File: src/sv/dlsu_lane_ram.sv
// generic single-port synchronous ram with registered read
// no package dependency

module dlsu_lane_ram #(
   parameter int DEPTH = 256,
   parameter int WIDTH = 8,
   parameter int AW    = (DEPTH > 1) ? $clog2(DEPTH) : 1
) (
   input  logic             clock,
   input  logic [AW-1:0]    addr,
   input  logic             wr_en,
   input  logic [WIDTH-1:0] wr_data,
   input  logic             rd_en,
   output logic [WIDTH-1:0] rd_data
);

   logic [WIDTH-1:0] mem_ff [DEPTH];
   logic [WIDTH-1:0] rd_data_ff;

   always_ff @(posedge clock) begin
      if (wr_en) begin
         mem_ff[addr] <= wr_data;
      end
   end

   // read data holds while not enabled
   always_ff @(posedge clock) begin
      if (rd_en) begin
         rd_data_ff <= mem_ff[addr];
      end
   end

   assign rd_data = rd_data_ff;

endmodule

File: config.mk
export PLATFORM = sky130hd
export DESIGN_NAME = dlsu_lane_ram
export DESIGN_NICKNAME = d
export VERILOG_FILES = /design/src/sv/dlsu_lane_ram.sv
export SDC_FILE = /design/constraint.sdc
export NUM_CORES = 2
export LEC_CHECK = 0
export BUFFER_PORTS_ARGS = -buffer_cell sky130_fd_sc_hd__buf_2
export CORE_ASPECT_RATIO = 0.7
export CORE_MARGIN = 1.5
export CORE_UTILIZATION = 38
export CTS_CLUSTER_DIAMETER = 40
export DETAILED_ROUTE_END_ITERATION = 7
export HOLD_SLACK_MARGIN = 0.08
export SLEW_MARGIN = 40
export SYNTH_ARGS = -nofsm -noshare
export SYNTH_HDL_FRONTEND = slang
export SYNTH_SLANG_ARGS = --single-unit
File: constraint.sdc
create_clock -name clock -period 4.6 [get_ports clock]
set_input_delay 0.23 -clock clock [delete_from_list [all_inputs] [get_ports clock]]
set_output_delay 0.23 -clock clock [all_outputs]
set_load 0.1 [all_outputs]
==> impl_metrics.csv <==
group,metric,value,unit
outcome,status,"complete, no violations",
timing,fin_ws,1607,ps
clocking,cts_inserted_buffers,199,
power,power_density,425.7,mW/mm^2
clocking,cts_tree,"built",
route,wl,199.2,mm
timing,worst_slew_pin_slew,989.4,ps
layout,drive_above_1_share,0.2984,
layout,layout_commonest_cell,"edfxtp_1",
setup_path,cp.arrival,3540,ps
route,ant_nets,0,
timing,slew_violations,0,
timing,tns,0,ps
setup_path,crit_fanout,37,
timing,rsz0062_at_grt,"false",
grt,grt_pass1_wl,283.2,mm
route,via_per_inst,5.703,
route,wire_per_inst,29.76,um
placed_design,place_inst,6332,
placed_design,gp_congestion,0.8278,
setup_path,crit_start,"addr[0]",
hold_path,hold_class,"in2reg",
synthesis,syn_inst,3547,
layout,fin_cells,6693,
synthesis,synth.distinct_cells,21,
floorplan,ios,27,
route,vias,38170,
synthesis,synth_area,0.07857,mm^2
setup_path,regToRegSetupSlack,1780,ps
floorplan,start_util,0.3829,
setup_path,path_delay_family,"buffers and inverters",
timing,clock_skew,41.66,ps
setup_path,cp_num_cells,9,
layout,layout.nets,3816,
setup_path,crit_type,"in2reg",
floorplan,rows,139,
synthesis,synth-seq-cells,2056,
floorplan,dieArea,0.2096,mm^2
setup_path,crit_path_end,"rd_data[5]",
grt,grt_pass1_vias,38073,
power,ir_drop,332.7,uV
clocking,cts_root_buffer,"clkbuf_16",
floorplan,core_area,0.2052,mm^2
grt,antenna_found_initial,14,
setup_path,cp.buffers_inverters,4,
timing,final.min_clock_period,2993,ps
placed_design,dp_slack,770.7,ps
setup_path,worstSetupEndpointType,"flop",
clocking,clockBufferDepth,4,
synthesis,ys_seq_area_frac,0.7858,
timing,setup_violations,0,
setup_path,reg2reg_depth,6,
setup_path,worst_path_max_delay_cell,"o41ai_1",
setup_path,cp_slowest_stage_delay,840,ps
placed_design,placed_area,0.08359,mm^2
synthesis,postSynthAreaPerCell,22.15,um^2
setup_path,regToRegStartpoint,"mem_ff[239][6]",
grt,grt_max_degree,137,
floorplan,die_h,383.4,um
clocking,path_clk_slew,70,ps
setup_path,path_cells,"buf_8 -> buf_16 -> buf_12 -> buf_4 -> mux4_2 -> a22oi_1 -> a21oi_1 -> o41ai_1 -> nand4_1",
grt,grt_usage,0.1889,
timing,hold_violations,0,
power,p_leak,27.24,nW
synthesis,synth.net_count,3566,
layout,synthToLayoutAreaGrowth,14.69,%
clocking,clock_latency,850,ps
timing,fin_crit_sh,0.6507,
layout,final_cell_mix,"2056 x edfxtp_1, 512 x mux4_2, 256 x a22oi_1",
layout,postLayoutCellArea,0.09011,mm^2
job,maxCapViolations,0,
route,drc,0,
clocking,clock-sinks,2056,
grt,overflow,0,
setup_path,r2r_end,"rd_data[6]",
route,dr.pass1.iters,7,
placed_design,io_buffer_count,26,
clocking,htreeDepth,4,
floorplan,die_x,546.5,um
setup_path,cp-start-kind,"input pin",
placed_design,hpwl,121.6,mm
route,dr.first_iter.drc_count,5097,
synthesis,yosysWarnings,0,
timing,timing.slew.headroom,0.3404,
setup_path,crit_required,5140,ps
timing,timing.fmax,334.1,MHz
## flip-flops by register name (all words and copies together) (netlist names)
register,flops
mem_ff,2048
rd_data,8
## synth_stat cells, drive strengths merged
cell type  number  area [um^2]
a21oi         128        640.6
o41ai          32        280.3
or3             1        6.260
edfxtp       2056        61740
nand2          28        105.1
mux4          512        11530
nand3          13        65.06
inv             1        3.750
a22oi         256         1922
clkbuf        145        544.3
or2             2        12.51
nand2b          6        37.54
nor2b           7        43.79
nand4           8        50.05
nor2          232        870.8
buf            87        551.8
nor3           30        150.1
and2            3        18.77
## final cells by class
type                       instances  area (um^2)
fill                           17281       115100
inverter                           1        3.754
clock inverter                   104        953.4
tap                             2749         3440
multi-input combinational       1258        16080
clock buffer                     241         5201
antenna                            3        7.507
timing repair buffer             281         2685
sequential                      2056        61740
## worst register-to-register path, stage by stage, from the launching register on
cell and delay [ps]:
edfxtp_1 350, mux4_2 510, a22oi_1 530, a21oi_1 240, o41ai_1 600, buf_4 210
nand4_1 80
## how the worst min path moves through the flow
stage | endpoint | startpoint | cells after the start | slack (ps)
finish | mem_ff[184][2] | wr_en | 4 | 240
global route | mem_ff[184][2] | wr_en | 4 | 210
CTS | mem_ff[184][2] | wr_en | 4 | 160
detailed placement | mem_ff[48][7] | wr_data[7] | 1 | 650
global placement | rd_data[3] | rd_en | 1 | 710
floorplan | mem_ff[0][0] | wr_data[0] | 0 | 330
## stage by stage
step                        util  hold WS [ps]  total power, mW
after floorplan                -         328.9            22.04
after global placement    0.4058         712.2            22.90
after detailed placement  0.4073         649.9            22.95
after CTS                 0.4377         159.5            38.57
after global routing      0.4391         208.2            39.37
final                     0.4391         244.3            38.36
## layer usage
layer,vias to the layer above,wire length (um),track usage
met5,-,34,0.006073
met4,6,4392,0.04651
met3,278,22960,0.06730
met2,1745,84530,0.2612
met1,20529,87240,0.2821
li1,15612,-,-
## repair_timing
item                                   CTS  global route
endpoints found under the hold margin  553             0
hold buffers                             9             0
setup endpoints to repair                0             0
gates resized for setup                  0             0
setup buffers                            0             0
## power by group
part           total [mW]  internal (mW)  switching (mW)
Clock                15.8           8.79            7.00
Sequential           20.7           20.7          0.0215
Combinational        1.89          0.642            1.25
## cell families (layout without fill, tap and decap cells)
kind of cell,after synthesis,count (layout),synth area share
AND/OR/NAND/NOR,330,330,0.01731
buffers and inverters,233,627,0.01400
multiplexers,512,512,0.1468
flip-flops,2056,2056,0.7858
other,0,3,0
AO/OA/AOI/OAI,416,416,0.03618
Note: power is estimated with default switching activity, not from simulation.
