$ cat config.mk
export PLATFORM = sky130hd
export DESIGN_NAME = dlsu_decode
export DESIGN_NICKNAME = d
export VERILOG_FILES = /design/src/sv/dlsu_pkg.sv /design/src/sv/dlsu_decode.sv
export SDC_FILE = /design/constraint.sdc
export NUM_CORES = 1
export LEC_CHECK = 0
export BUFFER_PORTS_ARGS = -buffer_cell sky130_fd_sc_hd__buf_2
export CORE_ASPECT_RATIO = 1.4
export CORE_MARGIN = 3
export CORE_UTILIZATION = 25
export DETAILED_ROUTE_END_ITERATION = 12
export GPL_TIMING_DRIVEN = 0
export PLACE_DENSITY = 0.65
export SLEW_MARGIN = 20
export SYNTH_ARGS = -nofsm -noshare
export SYNTH_HDL_FRONTEND = slang
export SYNTH_SLANG_ARGS = --single-unit
$ cat constraint.sdc
create_clock -name vclk -period 3.9
set_clock_uncertainty 0.1 [all_clocks]
set_input_delay 0.585 -clock vclk [all_inputs]
set_output_delay 0.585 -clock vclk [all_outputs]
set_load 0.1 [all_outputs]
$ cat src/sv/dlsu_pkg.sv
// shared constants, types and codes of the data memory load/store unit
// no dependencies; every other file but dlsu_lane_ram depends on this package

package dlsu_pkg;

   // memory geometry: four big-endian byte lanes, lane l holds addresses with addr % 4 == l
   localparam int MEM_BYTES = 1024;
   localparam int LANES     = 4;
   localparam int LANE_ROWS = (MEM_BYTES + LANES - 1) / LANES;
   localparam int ROW_W     = (LANE_ROWS > 1) ? $clog2(LANE_ROWS) : 1;

   localparam int KIND_W = 4;
   localparam int DATA_W = 32;

   // highest legal start address for each access size
   localparam logic [DATA_W-1:0] LIMIT_WORD = DATA_W'(MEM_BYTES - 4);
   localparam logic [DATA_W-1:0] LIMIT_HALF = DATA_W'(MEM_BYTES - 2);
   localparam logic [DATA_W-1:0] LIMIT_BYTE = DATA_W'(MEM_BYTES - 1);
   localparam logic [ROW_W-1:0]  LAST_ROW   = ROW_W'(LANE_ROWS - 1);

   typedef enum logic [KIND_W-1:0] {
      KIND_NONE = 4'd0,
      KIND_SW   = 4'd1,
      KIND_SH   = 4'd2,
      KIND_SB   = 4'd3,
      KIND_LW   = 4'd4,
      KIND_LH   = 4'd5,
      KIND_LHU  = 4'd6,
      KIND_LB   = 4'd7,
      KIND_LBU  = 4'd8
   } kind_type;

   typedef enum logic [1:0] {
      SIZE_BYTE = 2'd0,
      SIZE_HALF = 2'd1,
      SIZE_WORD = 2'd2
   } size_type;

   // decoded access, handed from the decoder to the top level
   typedef struct packed {
      logic                       active;
      logic                       is_load;
      logic                       is_store;
      logic                       sign_ext;
      size_type                   size;
      logic                       misaligned;
      logic                       overflow;
      logic [1:0]                 offset;
      logic [LANES-1:0]           lane_en;
      logic [LANES-1:0][ROW_W-1:0] lane_row;
      logic [LANES-1:0][7:0]      lane_byte;
   } access_type;

endpackage

$ cat src/sv/dlsu_decode.sv
// access decoder: kind, range and alignment checks, per-lane rows and store bytes
// depends on dlsu_pkg

module dlsu_decode (
   input  logic [dlsu_pkg::KIND_W-1:0]        kind,
   input  logic signed [dlsu_pkg::DATA_W-1:0] address,
   input  logic signed [dlsu_pkg::DATA_W-1:0] store_data,
   output dlsu_pkg::access_type               access
);
   import dlsu_pkg::*;

   logic [DATA_W-1:0] addr_u;
   logic [DATA_W-1:0] sdata_u;
   logic [ROW_W-1:0]  base_row;
   logic [1:0]        k;
   logic [1:0]        j;

   assign addr_u   = $unsigned(address);
   assign sdata_u  = $unsigned(store_data);
   assign base_row = addr_u[ROW_W+1:2];

   always_comb begin
      access          = '0;
      access.size     = SIZE_BYTE;
      access.offset   = addr_u[1:0];
      k               = '0;
      j               = '0;

      case (kind)
         KIND_SW:  begin access.active = 1'b1; access.is_store = 1'b1; access.size = SIZE_WORD; end
         KIND_SH:  begin access.active = 1'b1; access.is_store = 1'b1; access.size = SIZE_HALF; end
         KIND_SB:  begin access.active = 1'b1; access.is_store = 1'b1; access.size = SIZE_BYTE; end
         KIND_LW:  begin access.active = 1'b1; access.is_load = 1'b1; access.size = SIZE_WORD; end
         KIND_LH:  begin
            access.active = 1'b1; access.is_load = 1'b1; access.size = SIZE_HALF;
            access.sign_ext = 1'b1;
         end
         KIND_LHU: begin access.active = 1'b1; access.is_load = 1'b1; access.size = SIZE_HALF; end
         KIND_LB:  begin
            access.active = 1'b1; access.is_load = 1'b1; access.size = SIZE_BYTE;
            access.sign_ext = 1'b1;
         end
         KIND_LBU: begin access.active = 1'b1; access.is_load = 1'b1; access.size = SIZE_BYTE; end
         default:  begin access.active = 1'b0; end
      endcase

      // alignment and range
      case (access.size)
         SIZE_WORD: begin
            access.misaligned = access.active && (addr_u[1:0] != 2'b00);
            access.overflow   = access.active && (addr_u[DATA_W-1] || addr_u > LIMIT_WORD);
         end
         SIZE_HALF: begin
            access.misaligned = access.active && addr_u[0];
            access.overflow   = access.active && (addr_u[DATA_W-1] || addr_u > LIMIT_HALF);
         end
         default: begin
            access.misaligned = 1'b0;
            access.overflow   = access.active && (addr_u[DATA_W-1] || addr_u > LIMIT_BYTE);
         end
      endcase

      // lane l carries access byte k = l - offset; lanes below the offset wrap to the next row
      for (int l = 0; l < LANES; l++) begin
         k = 2'(l) - addr_u[1:0];
         access.lane_row[l] = base_row + ROW_W'(2'(l) < addr_u[1:0]);
         case (access.size)
            SIZE_WORD: begin
               access.lane_en[l] = 1'b1;
               j = 2'd3 - k;
            end
            SIZE_HALF: begin
               access.lane_en[l] = (k < 2'd2);
               j = 2'd1 - k;
            end
            default: begin
               access.lane_en[l] = (k == 2'd0);
               j = 2'd0;
            end
         endcase
         access.lane_en[l]   = access.lane_en[l] && access.active;
         access.lane_byte[l] = sdata_u[8*j +: 8];
      end
   end

endmodule

==> summary.txt <==
Pwr
  – Leakage: ~1.2 nW
  – Total Power: 0.783 mW
  – PwrDens: 314 mW/mm^2
  – Peak VDD IR: around 0.00022 V

Hold path
  – Worst hold start: address[9]
  – Hold Crit Class: in -> out
  – Min-Delay Endpoint: access[63]
  – WHS Path Cells: 2

Layout
  – Fillers: 659
  – Num sequential: 0
  – Layout cells sized above 1: 62.0%
  – Most frequent cells in the layout: 143 x buf_2, 22 x mux4_2, 15 x nand2_1, 15 x xnor2_1, 14 x ha_1
  – Final #Nets: 389
  – Area Growth Syn to Fin: 46.9%
  – Most common cell after layout, fill and taps aside: buf_2
  – ANT cells: 0
  – Layout clock buffer count: 0
  – Register area: 0 um^2

Setup path
  – Worst Path Class, Setup: in -> out
  – Critical Path RT: 3210 ps
  – CP endpoint kind: primary output
  – Critical Path Start Type: primary input
  – Critical path peak fanout: 8
  – Critical path origin: kind[2]
  – CP Data Arrival Time: ~3000 ps

Yosys
  – Syn_nets: 246
  – Yosys warnings: 0
  – Syn Area/Cell: just over 10 um^2
  – Synth Instances: ~160
  – Synthesized cell area: 0.00170 mm^2
  – Post-synthesis sequential area ratio: 0%
  – Area contributors post-synth: mux4_2 24%, mux4_1 22%, ha_1 10%, xnor2_1 7.7%, buf_4 4.9%
  – Synth top area share: 23.9%
  – Area leader, netlist: mux4_2
  – Unique masters post-synth: 35

Floorplan
  – Die X: 75.7 um
  – Die H: 104 um
  – Die area: about 0.0078 mm^2
  – Initial core utilization: 26.6%
  – Core area: 0.00638 mm^2
  – FP Rows: 34
  – I/O pin cnt: 146

Global route
  – Vias in the first global route: 1748
  – Initial antenna violation count: 0
  – Largest net degree at the start of global routing: 12
  – Total Routing Usage GR: 12.7%
  – Global-route wire length before repair: 8.40 mm
  – GRT overflow: 0

Timing
  – Worst Max-Slew Pin Slew: 638 ps
  – Final setup fails: 0
  – Achievable Freq: around 0.27 GHz
  – Pins over their slew limit: 0
  – Worst setup margin: 194 ps
  – Fin crit share: 95.0%
  – Count of final hold-check violations: 0
  – Final Hold Slack: 1450 ps
  – RSZ-0062 raised after global routing: no
  – Max-slew headroom: 56.7%
  – Min Tclk post-route: 3710 ps

Status
  – Status: finished clean

Run
  – MaxCap Viol Count: 0

Detailed routing
  – # DRC: 0
  – Total wire length: 5.49 mm
  – DR pass1 iterations: 4
  – Initial DRC Count: 43
  – Post-route ant nets: 0
  – WL/cell: 14.6 um
  – Vias per cell: between 4 and 5
  – Vias: between 1500 and 2000

Place
  – Gp weighted congestion: 0.770
  – Pre-CTS setup slack: -56.2 ps
  – IO Port Bufs: 140
  – HPWL after DPL: 4.71 mm

CTS
  – Hold Buf Count CTS: 0
==> stage by stage <==
step / utilization (%) / instance area (um^2) / TNS (ps) / std cells
after global placement: 38.9 / 2480 / -235 / 376
after CTS: 39.1 / 2490 / 0 / 377
after floorplan: - / 1690 / -10450 / 164
after global routing: 39.1 / 2500 / 0 / 377
final: 39.1 / 2500 / 0 / 377
after detailed placement: 38.9 / 2480 / -426 / 376
==> Yosys cell counts <==
library cell and instances:
buf_1 1, nor2_1 9, xnor2_1 15, a211oi_1 1, and3_1 1, buf_6 3
nand2_1 15, mux2i_1 1, clkbuf_1 5, mux4_1 14, and3b_1 1, or2_2 1
inv_1 9, buf_4 11, a221oi_1 4, buf_2 3, nand4_1 5, nor4_1 4
or4_1 1, a21oi_1 2, nand3_1 4, or3_1 2, nor3_1 3, nand2b_1 2
o211ai_1 1, xor2_1 5, o41ai_1 1, mux2_2 2, a21boi_1 2, a21boi_0 1
mux4_2 18, ha_1 14, nor3_4 1, and2_0 1, nor2_2 1
==> metal layers <==
metal	routed length [um]	GRT usage, %	vias to the layer above
li1	-	-	921
met1	2100	15.6	877
met2	3020	24.5	73
met3	367	0.678	0
met4	0	0.625	0
met5	0	0	-
==> report_power, final <==
group          switching (mW)  total, mW  internal (mW)
combinational           0.628      0.783          0.155
sequential                  0          0              0
clock                       0          0              0
total                   0.628      0.783          0.155
==> worst max path at each step <==
stage                             to  slack [ps]  depth (start not counted)
after floorplan           access[64]        -810                          6
after global placement    access[21]         -30                          9
after detailed placement  access[16]         -60                          9
after CTS                  access[0]          80                          8
after global routing      access[13]          40                         10
final                     access[24]         190                         10
==> critical path, stage by stage <==
cell	delay, ps
buf_2	130
xnor2_1	110
or3_1	360
ha_1	210
buf_4	160
nand2_1	80
a21boi_0	170
buf_2	300
mux4_1	590
buf_2	310
==> timing repair <==
item,in CTS,in global routing
gates resized for setup,1,1
setup endpoints to repair,12,8
setup buffers,1,0
pin swaps,1,0
hold endpoints to repair,0,0
==> area by class of cell <==
cell class	instances	area, um^2	share of cell area, %
timing repair buffer	141	708	28.4
tap	72	90.1	3.61
buffer	23	154	6.17
multi-input combinational	132	1510	60.5
inverter	9	33.8	1.35
==> cells by family (layout without fill, tap and decap cells) <==
| logic type | after synthesis | after routing | synth area share, % |
|---|---|---|---|
| buffers and inverters | 32 | 173 | 11.0 |
| AO/OA/AOI/OAI | 12 | 12 | 5.38 |
| AND/OR/NAND/NOR | 51 | 51 | 15.5 |
| XOR/XNOR | 20 | 20 | 10.3 |
| adder cells (fa/ha/maj) | 14 | 14 | 10.3 |
| multiplexers | 35 | 35 | 47.4 |
Power figures use the tool's default switching activity.
