`src/sv/dlsu_pkg.sv`:
```
// shared constants, types and codes of the data memory load/store unit
// no dependencies; every other file but dlsu_lane_ram depends on this package

package dlsu_pkg;

   // memory geometry: four big-endian byte lanes, lane l holds addresses with addr % 4 == l
   localparam int MEM_BYTES = 1024;
   localparam int LANES     = 4;
   localparam int LANE_ROWS = (MEM_BYTES + LANES - 1) / LANES;
   localparam int ROW_W     = (LANE_ROWS > 1) ? $clog2(LANE_ROWS) : 1;

   localparam int KIND_W = 4;
   localparam int DATA_W = 32;

   // highest legal start address for each access size
   localparam logic [DATA_W-1:0] LIMIT_WORD = DATA_W'(MEM_BYTES - 4);
   localparam logic [DATA_W-1:0] LIMIT_HALF = DATA_W'(MEM_BYTES - 2);
   localparam logic [DATA_W-1:0] LIMIT_BYTE = DATA_W'(MEM_BYTES - 1);
   localparam logic [ROW_W-1:0]  LAST_ROW   = ROW_W'(LANE_ROWS - 1);

   typedef enum logic [KIND_W-1:0] {
      KIND_NONE = 4'd0,
      KIND_SW   = 4'd1,
      KIND_SH   = 4'd2,
      KIND_SB   = 4'd3,
      KIND_LW   = 4'd4,
      KIND_LH   = 4'd5,
      KIND_LHU  = 4'd6,
      KIND_LB   = 4'd7,
      KIND_LBU  = 4'd8
   } kind_type;

   typedef enum logic [1:0] {
      SIZE_BYTE = 2'd0,
      SIZE_HALF = 2'd1,
      SIZE_WORD = 2'd2
   } size_type;

   // decoded access, handed from the decoder to the top level
   typedef struct packed {
      logic                       active;
      logic                       is_load;
      logic                       is_store;
      logic                       sign_ext;
      size_type                   size;
      logic                       misaligned;
      logic                       overflow;
      logic [1:0]                 offset;
      logic [LANES-1:0]           lane_en;
      logic [LANES-1:0][ROW_W-1:0] lane_row;
      logic [LANES-1:0][7:0]      lane_byte;
   } access_type;

endpackage

```
`src/sv/dlsu_load_align.sv`:
```
// load aligner: gathers big-endian bytes from the lanes and extends to 32 bits
// depends on dlsu_pkg

module dlsu_load_align (
   input  logic [dlsu_pkg::LANES-1:0][7:0] lane_data,
   input  logic [1:0]                      offset,
   input  dlsu_pkg::size_type              size,
   input  logic                            sign_ext,
   output logic [dlsu_pkg::DATA_W-1:0]     value
);
   import dlsu_pkg::*;

   logic [7:0] b0, b1, b2, b3;

   // access byte k sits in lane (offset + k) mod 4
   assign b0 = lane_data[offset];
   assign b1 = lane_data[offset + 2'd1];
   assign b2 = lane_data[offset + 2'd2];
   assign b3 = lane_data[offset + 2'd3];

   always_comb begin
      case (size)
         SIZE_WORD: value = {b0, b1, b2, b3};
         SIZE_HALF: value = {{16{sign_ext & b0[7]}}, b0, b1};
         default:   value = {{24{sign_ext & b0[7]}}, b0};
      endcase
   end

endmodule

```
`config.mk`:
```
export PLATFORM = sky130hd
export DESIGN_NAME = dlsu_load_align
export DESIGN_NICKNAME = d
export VERILOG_FILES = /design/src/sv/dlsu_pkg.sv /design/src/sv/dlsu_load_align.sv
export SDC_FILE = /design/constraint.sdc
export NUM_CORES = 1
export LEC_CHECK = 0
export BUFFER_PORTS_ARGS = -buffer_cell sky130_fd_sc_hd__buf_4
export CAP_MARGIN = 25
export CORE_ASPECT_RATIO = 1.2
export CORE_MARGIN = 2
export CORE_UTILIZATION = 43
export DETAILED_ROUTE_END_ITERATION = 8
export PLACE_DENSITY = 0.81
export REMOVE_ABC_BUFFERS = 1
export SLEW_MARGIN = 40
export SYNTH_ARGS = -nofsm -noshare
export SYNTH_HDL_FRONTEND = slang
export SYNTH_SLANG_ARGS = --single-unit
```
`constraint.sdc`:
```
create_clock -name vclk -period 1.44
set_input_delay 0.144 -clock vclk [all_inputs]
set_output_delay 0.144 -clock vclk [all_outputs]
set_load 0.01 [all_outputs]
```
==> impl_metrics.env <==
export IMPL_detailedRoute_firstIterationViolations=113
export IMPL_antenna_cells_inserted=0
export IMPL_fmax_ghz=0.642
export IMPL_total_of_max_cap_violations=0
export IMPL_cp_data_required_time_ns=1.30
export IMPL_first_global_vias=1780
export IMPL_core_um2=2790
export IMPL_yosysUniqueCellTypes=23
export IMPL_chain_of_cells_forming_the_critical_path="buf_12 -> buf_12 -> mux2_2 -> mux2i_1 -> buf_4 -> o21ai_2 -> buf_4"
export IMPL_failed_checks="negative setup slack"
export IMPL_grt_first_pass_wirelength_um=8720
export IMPL_seqCellArea_um2=0
export IMPL_grt_max_degree=20
export IMPL_status="finished, violations left"
export IMPL_fill_cells=105
export IMPL_yosys_top_cells_area="sky130_fd_sc_hd__mux2_2 25%, sky130_fd_sc_hd__mux2i_1 20%, sky130_fd_sc_hd__mux4_2 18%, sky130_fd_sc_hd__o221ai_1 9.8%, sky130_fd_sc_hd__o21ai_2 6.3%"
export IMPL_grt_total_usage_pct=33.9
export IMPL_grt_use_met3_pct=5.69
export IMPL_numPortBuffers=69
export IMPL_post_synth_top_area_fraction_pct=25.1
export IMPL_final_hold_violation_count=0
export IMPL_unrepaired_setup_endpoints_after_global_routing="true"
export IMPL_floorplan_initialDensity_pct=45.1
export IMPL_arrival_worst_endpoint_ns=1.41
export IMPL_final_min_period_over_clock_period_pct=108
export IMPL_ioPinCount=69
export IMPL_p_per_area_nw_per_um2=460
export IMPL_ys_warnings_count=0
export IMPL_grt_busiest_layer="met2"
export IMPL_post_route_util_pct=91.4
export IMPL_gr_usage_met2_pct=59.4
export IMPL_final_weighted_congestion_in_routability_driven_placement=0.794
export IMPL_timing_critical_path_buf_inv=4
export IMPL_vdd_ir_drop_max_uv=312
export IMPL_drt_wl_total_um=6850
export IMPL_via_per_inst=6.97
export IMPL_dr_pass1_iters=5
export IMPL_cell_type_with_the_highest_aggregate_area_in_the_netlist="sky130_fd_sc_hd__mux2_2"
export IMPL_tightest_pin_transition_ns=0.328
export IMPL_mappedNetlistArea_um2=1250
export IMPL_timing_final_crit_period_ns=1.56
export IMPL_total_leakage_power_nw=1.13
export IMPL_report_final_setup_viol=28
export IMPL_worst_hold_path_endpoint="value[31]"
export IMPL_nFlopsAndLatches=0
export IMPL_worst_setup_path_end_kind="output port"
export IMPL_cpPeakStageDelay_ns=0.36
export IMPL_remaining_drc_errors=0
export IMPL_timing_setup_critical_path_class="in2out"
export IMPL_setup_worst_path_start_class="input pin"
export IMPL_antenna_found_initial=0
export IMPL_drive_above_1_share_pct=84.6
export IMPL_synthesis_instances=130
export IMPL_wl_per_cell_um=26.2
export IMPL_worst_path_max_fanout=10
export IMPL_met1_routing_resource_usage_after_global_routing_pct=39.1
export IMPL_dp_slack_ns=-0.124
export IMPL_final_setup_worst_slack_ns=-0.116
export IMPL_die_h_um=63.2
export IMPL_layout_clock_buffers=0
export IMPL_rows=21
export IMPL_yosysSeqAreaShare_pct=0
export IMPL_cp_slowest_cell="sky130_fd_sc_hd__mux2_2"
export IMPL_timing_hold_worst_start="sign_ext"
export IMPL_hold_path_class="in2out"
export IMPL_number_of_routed_nets_with_antenna_violations=0
export IMPL_cts_hold_buffers=0
export IMPL_die_x_um=53.3
export IMPL_globalRouteOverflowTotal=0
export IMPL_hold_depth=4
export IMPL_layout_area_overhead_vs_synth_pct=103
export IMPL_synth_area_per_cell_um2=9.65
export IMPL_report_final_slew_viol_count=0
export IMPL_place_detailed_hpwl_um=3330
export IMPL_critPathTopFamily="multiplexers"
export IMPL_vias=1825
export IMPL_die_area_um2=3370
export IMPL_slew_headroom_pct=78.0
export IMPL_design_final_nets=269
## power by group
part	switching (mW)	total (mW)	internal, mW
Clock	0	0	0
Combinational	0.537	1.17	0.633
Sequential	0	0	0
## stage by stage
step | setup TNS [ns] | cell area, um^2 | power [mW] | std cells | hold slack [ns]
3_5_place_dp | -1.92 | 2020 | 0.846 | 250 | 0.693
5_1_grt | -3.00 | 2540 | 1.22 | 262 | 0.740
6_report | -1.73 | 2540 | 1.17 | 262 | 0.737
2_1_floorplan | -3.50 | 1170 | 0.378 | 117 | 0.464
4_1_cts | -0.530 | 2320 | 0.991 | 255 | 0.703
3_3_place_gp | -0.806 | 2020 | 0.817 | 250 | 0.685
## area by class of cell
cell class | count | area, um^2 | area share, %
Inverter | 3 | 16.3 | 0.639
Multi-Input combinational cell | 114 | 1420 | 55.9
Tap cell | 34 | 42.5 | 1.67
Timing Repair Buffer | 111 | 1060 | 41.8
## layout by cell type, fill, tap and decap left out, types with 3 or more instances in the layout
master | synthesis | routed
sky130_fd_sc_hd__buf_12 | 1 | 6
sky130_fd_sc_hd__mux2_2 | 28 | 25
sky130_fd_sc_hd__mux2i_4 | 0 | 10
sky130_fd_sc_hd__mux2i_2 | 0 | 3
sky130_fd_sc_hd__o221ai_1 | 14 | 6
sky130_fd_sc_hd__nand2_1 | 12 | 10
sky130_fd_sc_hd__buf_4 | 2 | 88
sky130_fd_sc_hd__mux4_2 | 10 | 10
sky130_fd_sc_hd__o21ai_2 | 9 | 14
sky130_fd_sc_hd__o221ai_2 | 0 | 8
sky130_fd_sc_hd__buf_6 | 1 | 10
sky130_fd_sc_hd__mux2_4 | 0 | 3
sky130_fd_sc_hd__buf_16 | 0 | 3
sky130_fd_sc_hd__mux2i_1 | 25 | 12
## metal layers
metal	vias to the layer above	routed length, um
met1	866	2350
met3	51	602
li1	740	-
met5	-	0
met4	0	463
met2	168	3440
## kinds of logic after synthesis
kind of cell | synth area share, %
buffers and inverters | 7.78
AO/OA/AOI/OAI | 21.8
AND/OR/NAND/NOR | 5.38
adder cells (fa/ha/maj) | 1.99
multiplexers | 63.0
## timing repair
action                                  in CTS  in global routing
gates resized for setup                     48                 30
gates cloned                                 4                  1
endpoints found under the setup margin      31                 32
pin swaps                                    5                  3
setup buffers                                1                  6
## worst max path at each step
| stage | from | to | slack, ns | cells past startpoint |
|---|---|---|---|---|
| 2_1_floorplan | size[0] | value[31] | -0.24 | 5 |
| 3_3_place_gp | offset[1] | value[7] | -0.06 | 6 |
| 3_5_place_dp | offset[1] | value[2] | -0.12 | 6 |
| 4_1_cts | offset[1] | value[7] | -0.05 | 6 |
| 5_1_grt | offset[1] | value[16] | -0.17 | 7 |
| 6_report | offset[1] | value[16] | -0.12 | 7 |
## synthesized netlist by cell type
library cell               number
sky130_fd_sc_hd__a21boi_0       1
sky130_fd_sc_hd__a32oi_1        1
sky130_fd_sc_hd__buf_1          1
sky130_fd_sc_hd__buf_12         1
sky130_fd_sc_hd__buf_2          5
sky130_fd_sc_hd__buf_4          2
sky130_fd_sc_hd__buf_6          1
sky130_fd_sc_hd__clkbuf_1       3
sky130_fd_sc_hd__ha_1           2
sky130_fd_sc_hd__inv_1          2
sky130_fd_sc_hd__inv_2          1
sky130_fd_sc_hd__mux2_2        28
sky130_fd_sc_hd__mux2i_1       25
sky130_fd_sc_hd__mux4_2        10
sky130_fd_sc_hd__nand2_1       12
sky130_fd_sc_hd__nand2_2        1
sky130_fd_sc_hd__nand3_2        1
sky130_fd_sc_hd__nor2b_1        1
sky130_fd_sc_hd__o211ai_2       1
sky130_fd_sc_hd__o21ai_0        7
sky130_fd_sc_hd__o21ai_2        9
sky130_fd_sc_hd__o221ai_1      14
sky130_fd_sc_hd__o22a_1         1
(Power assumes the default switching activity.)
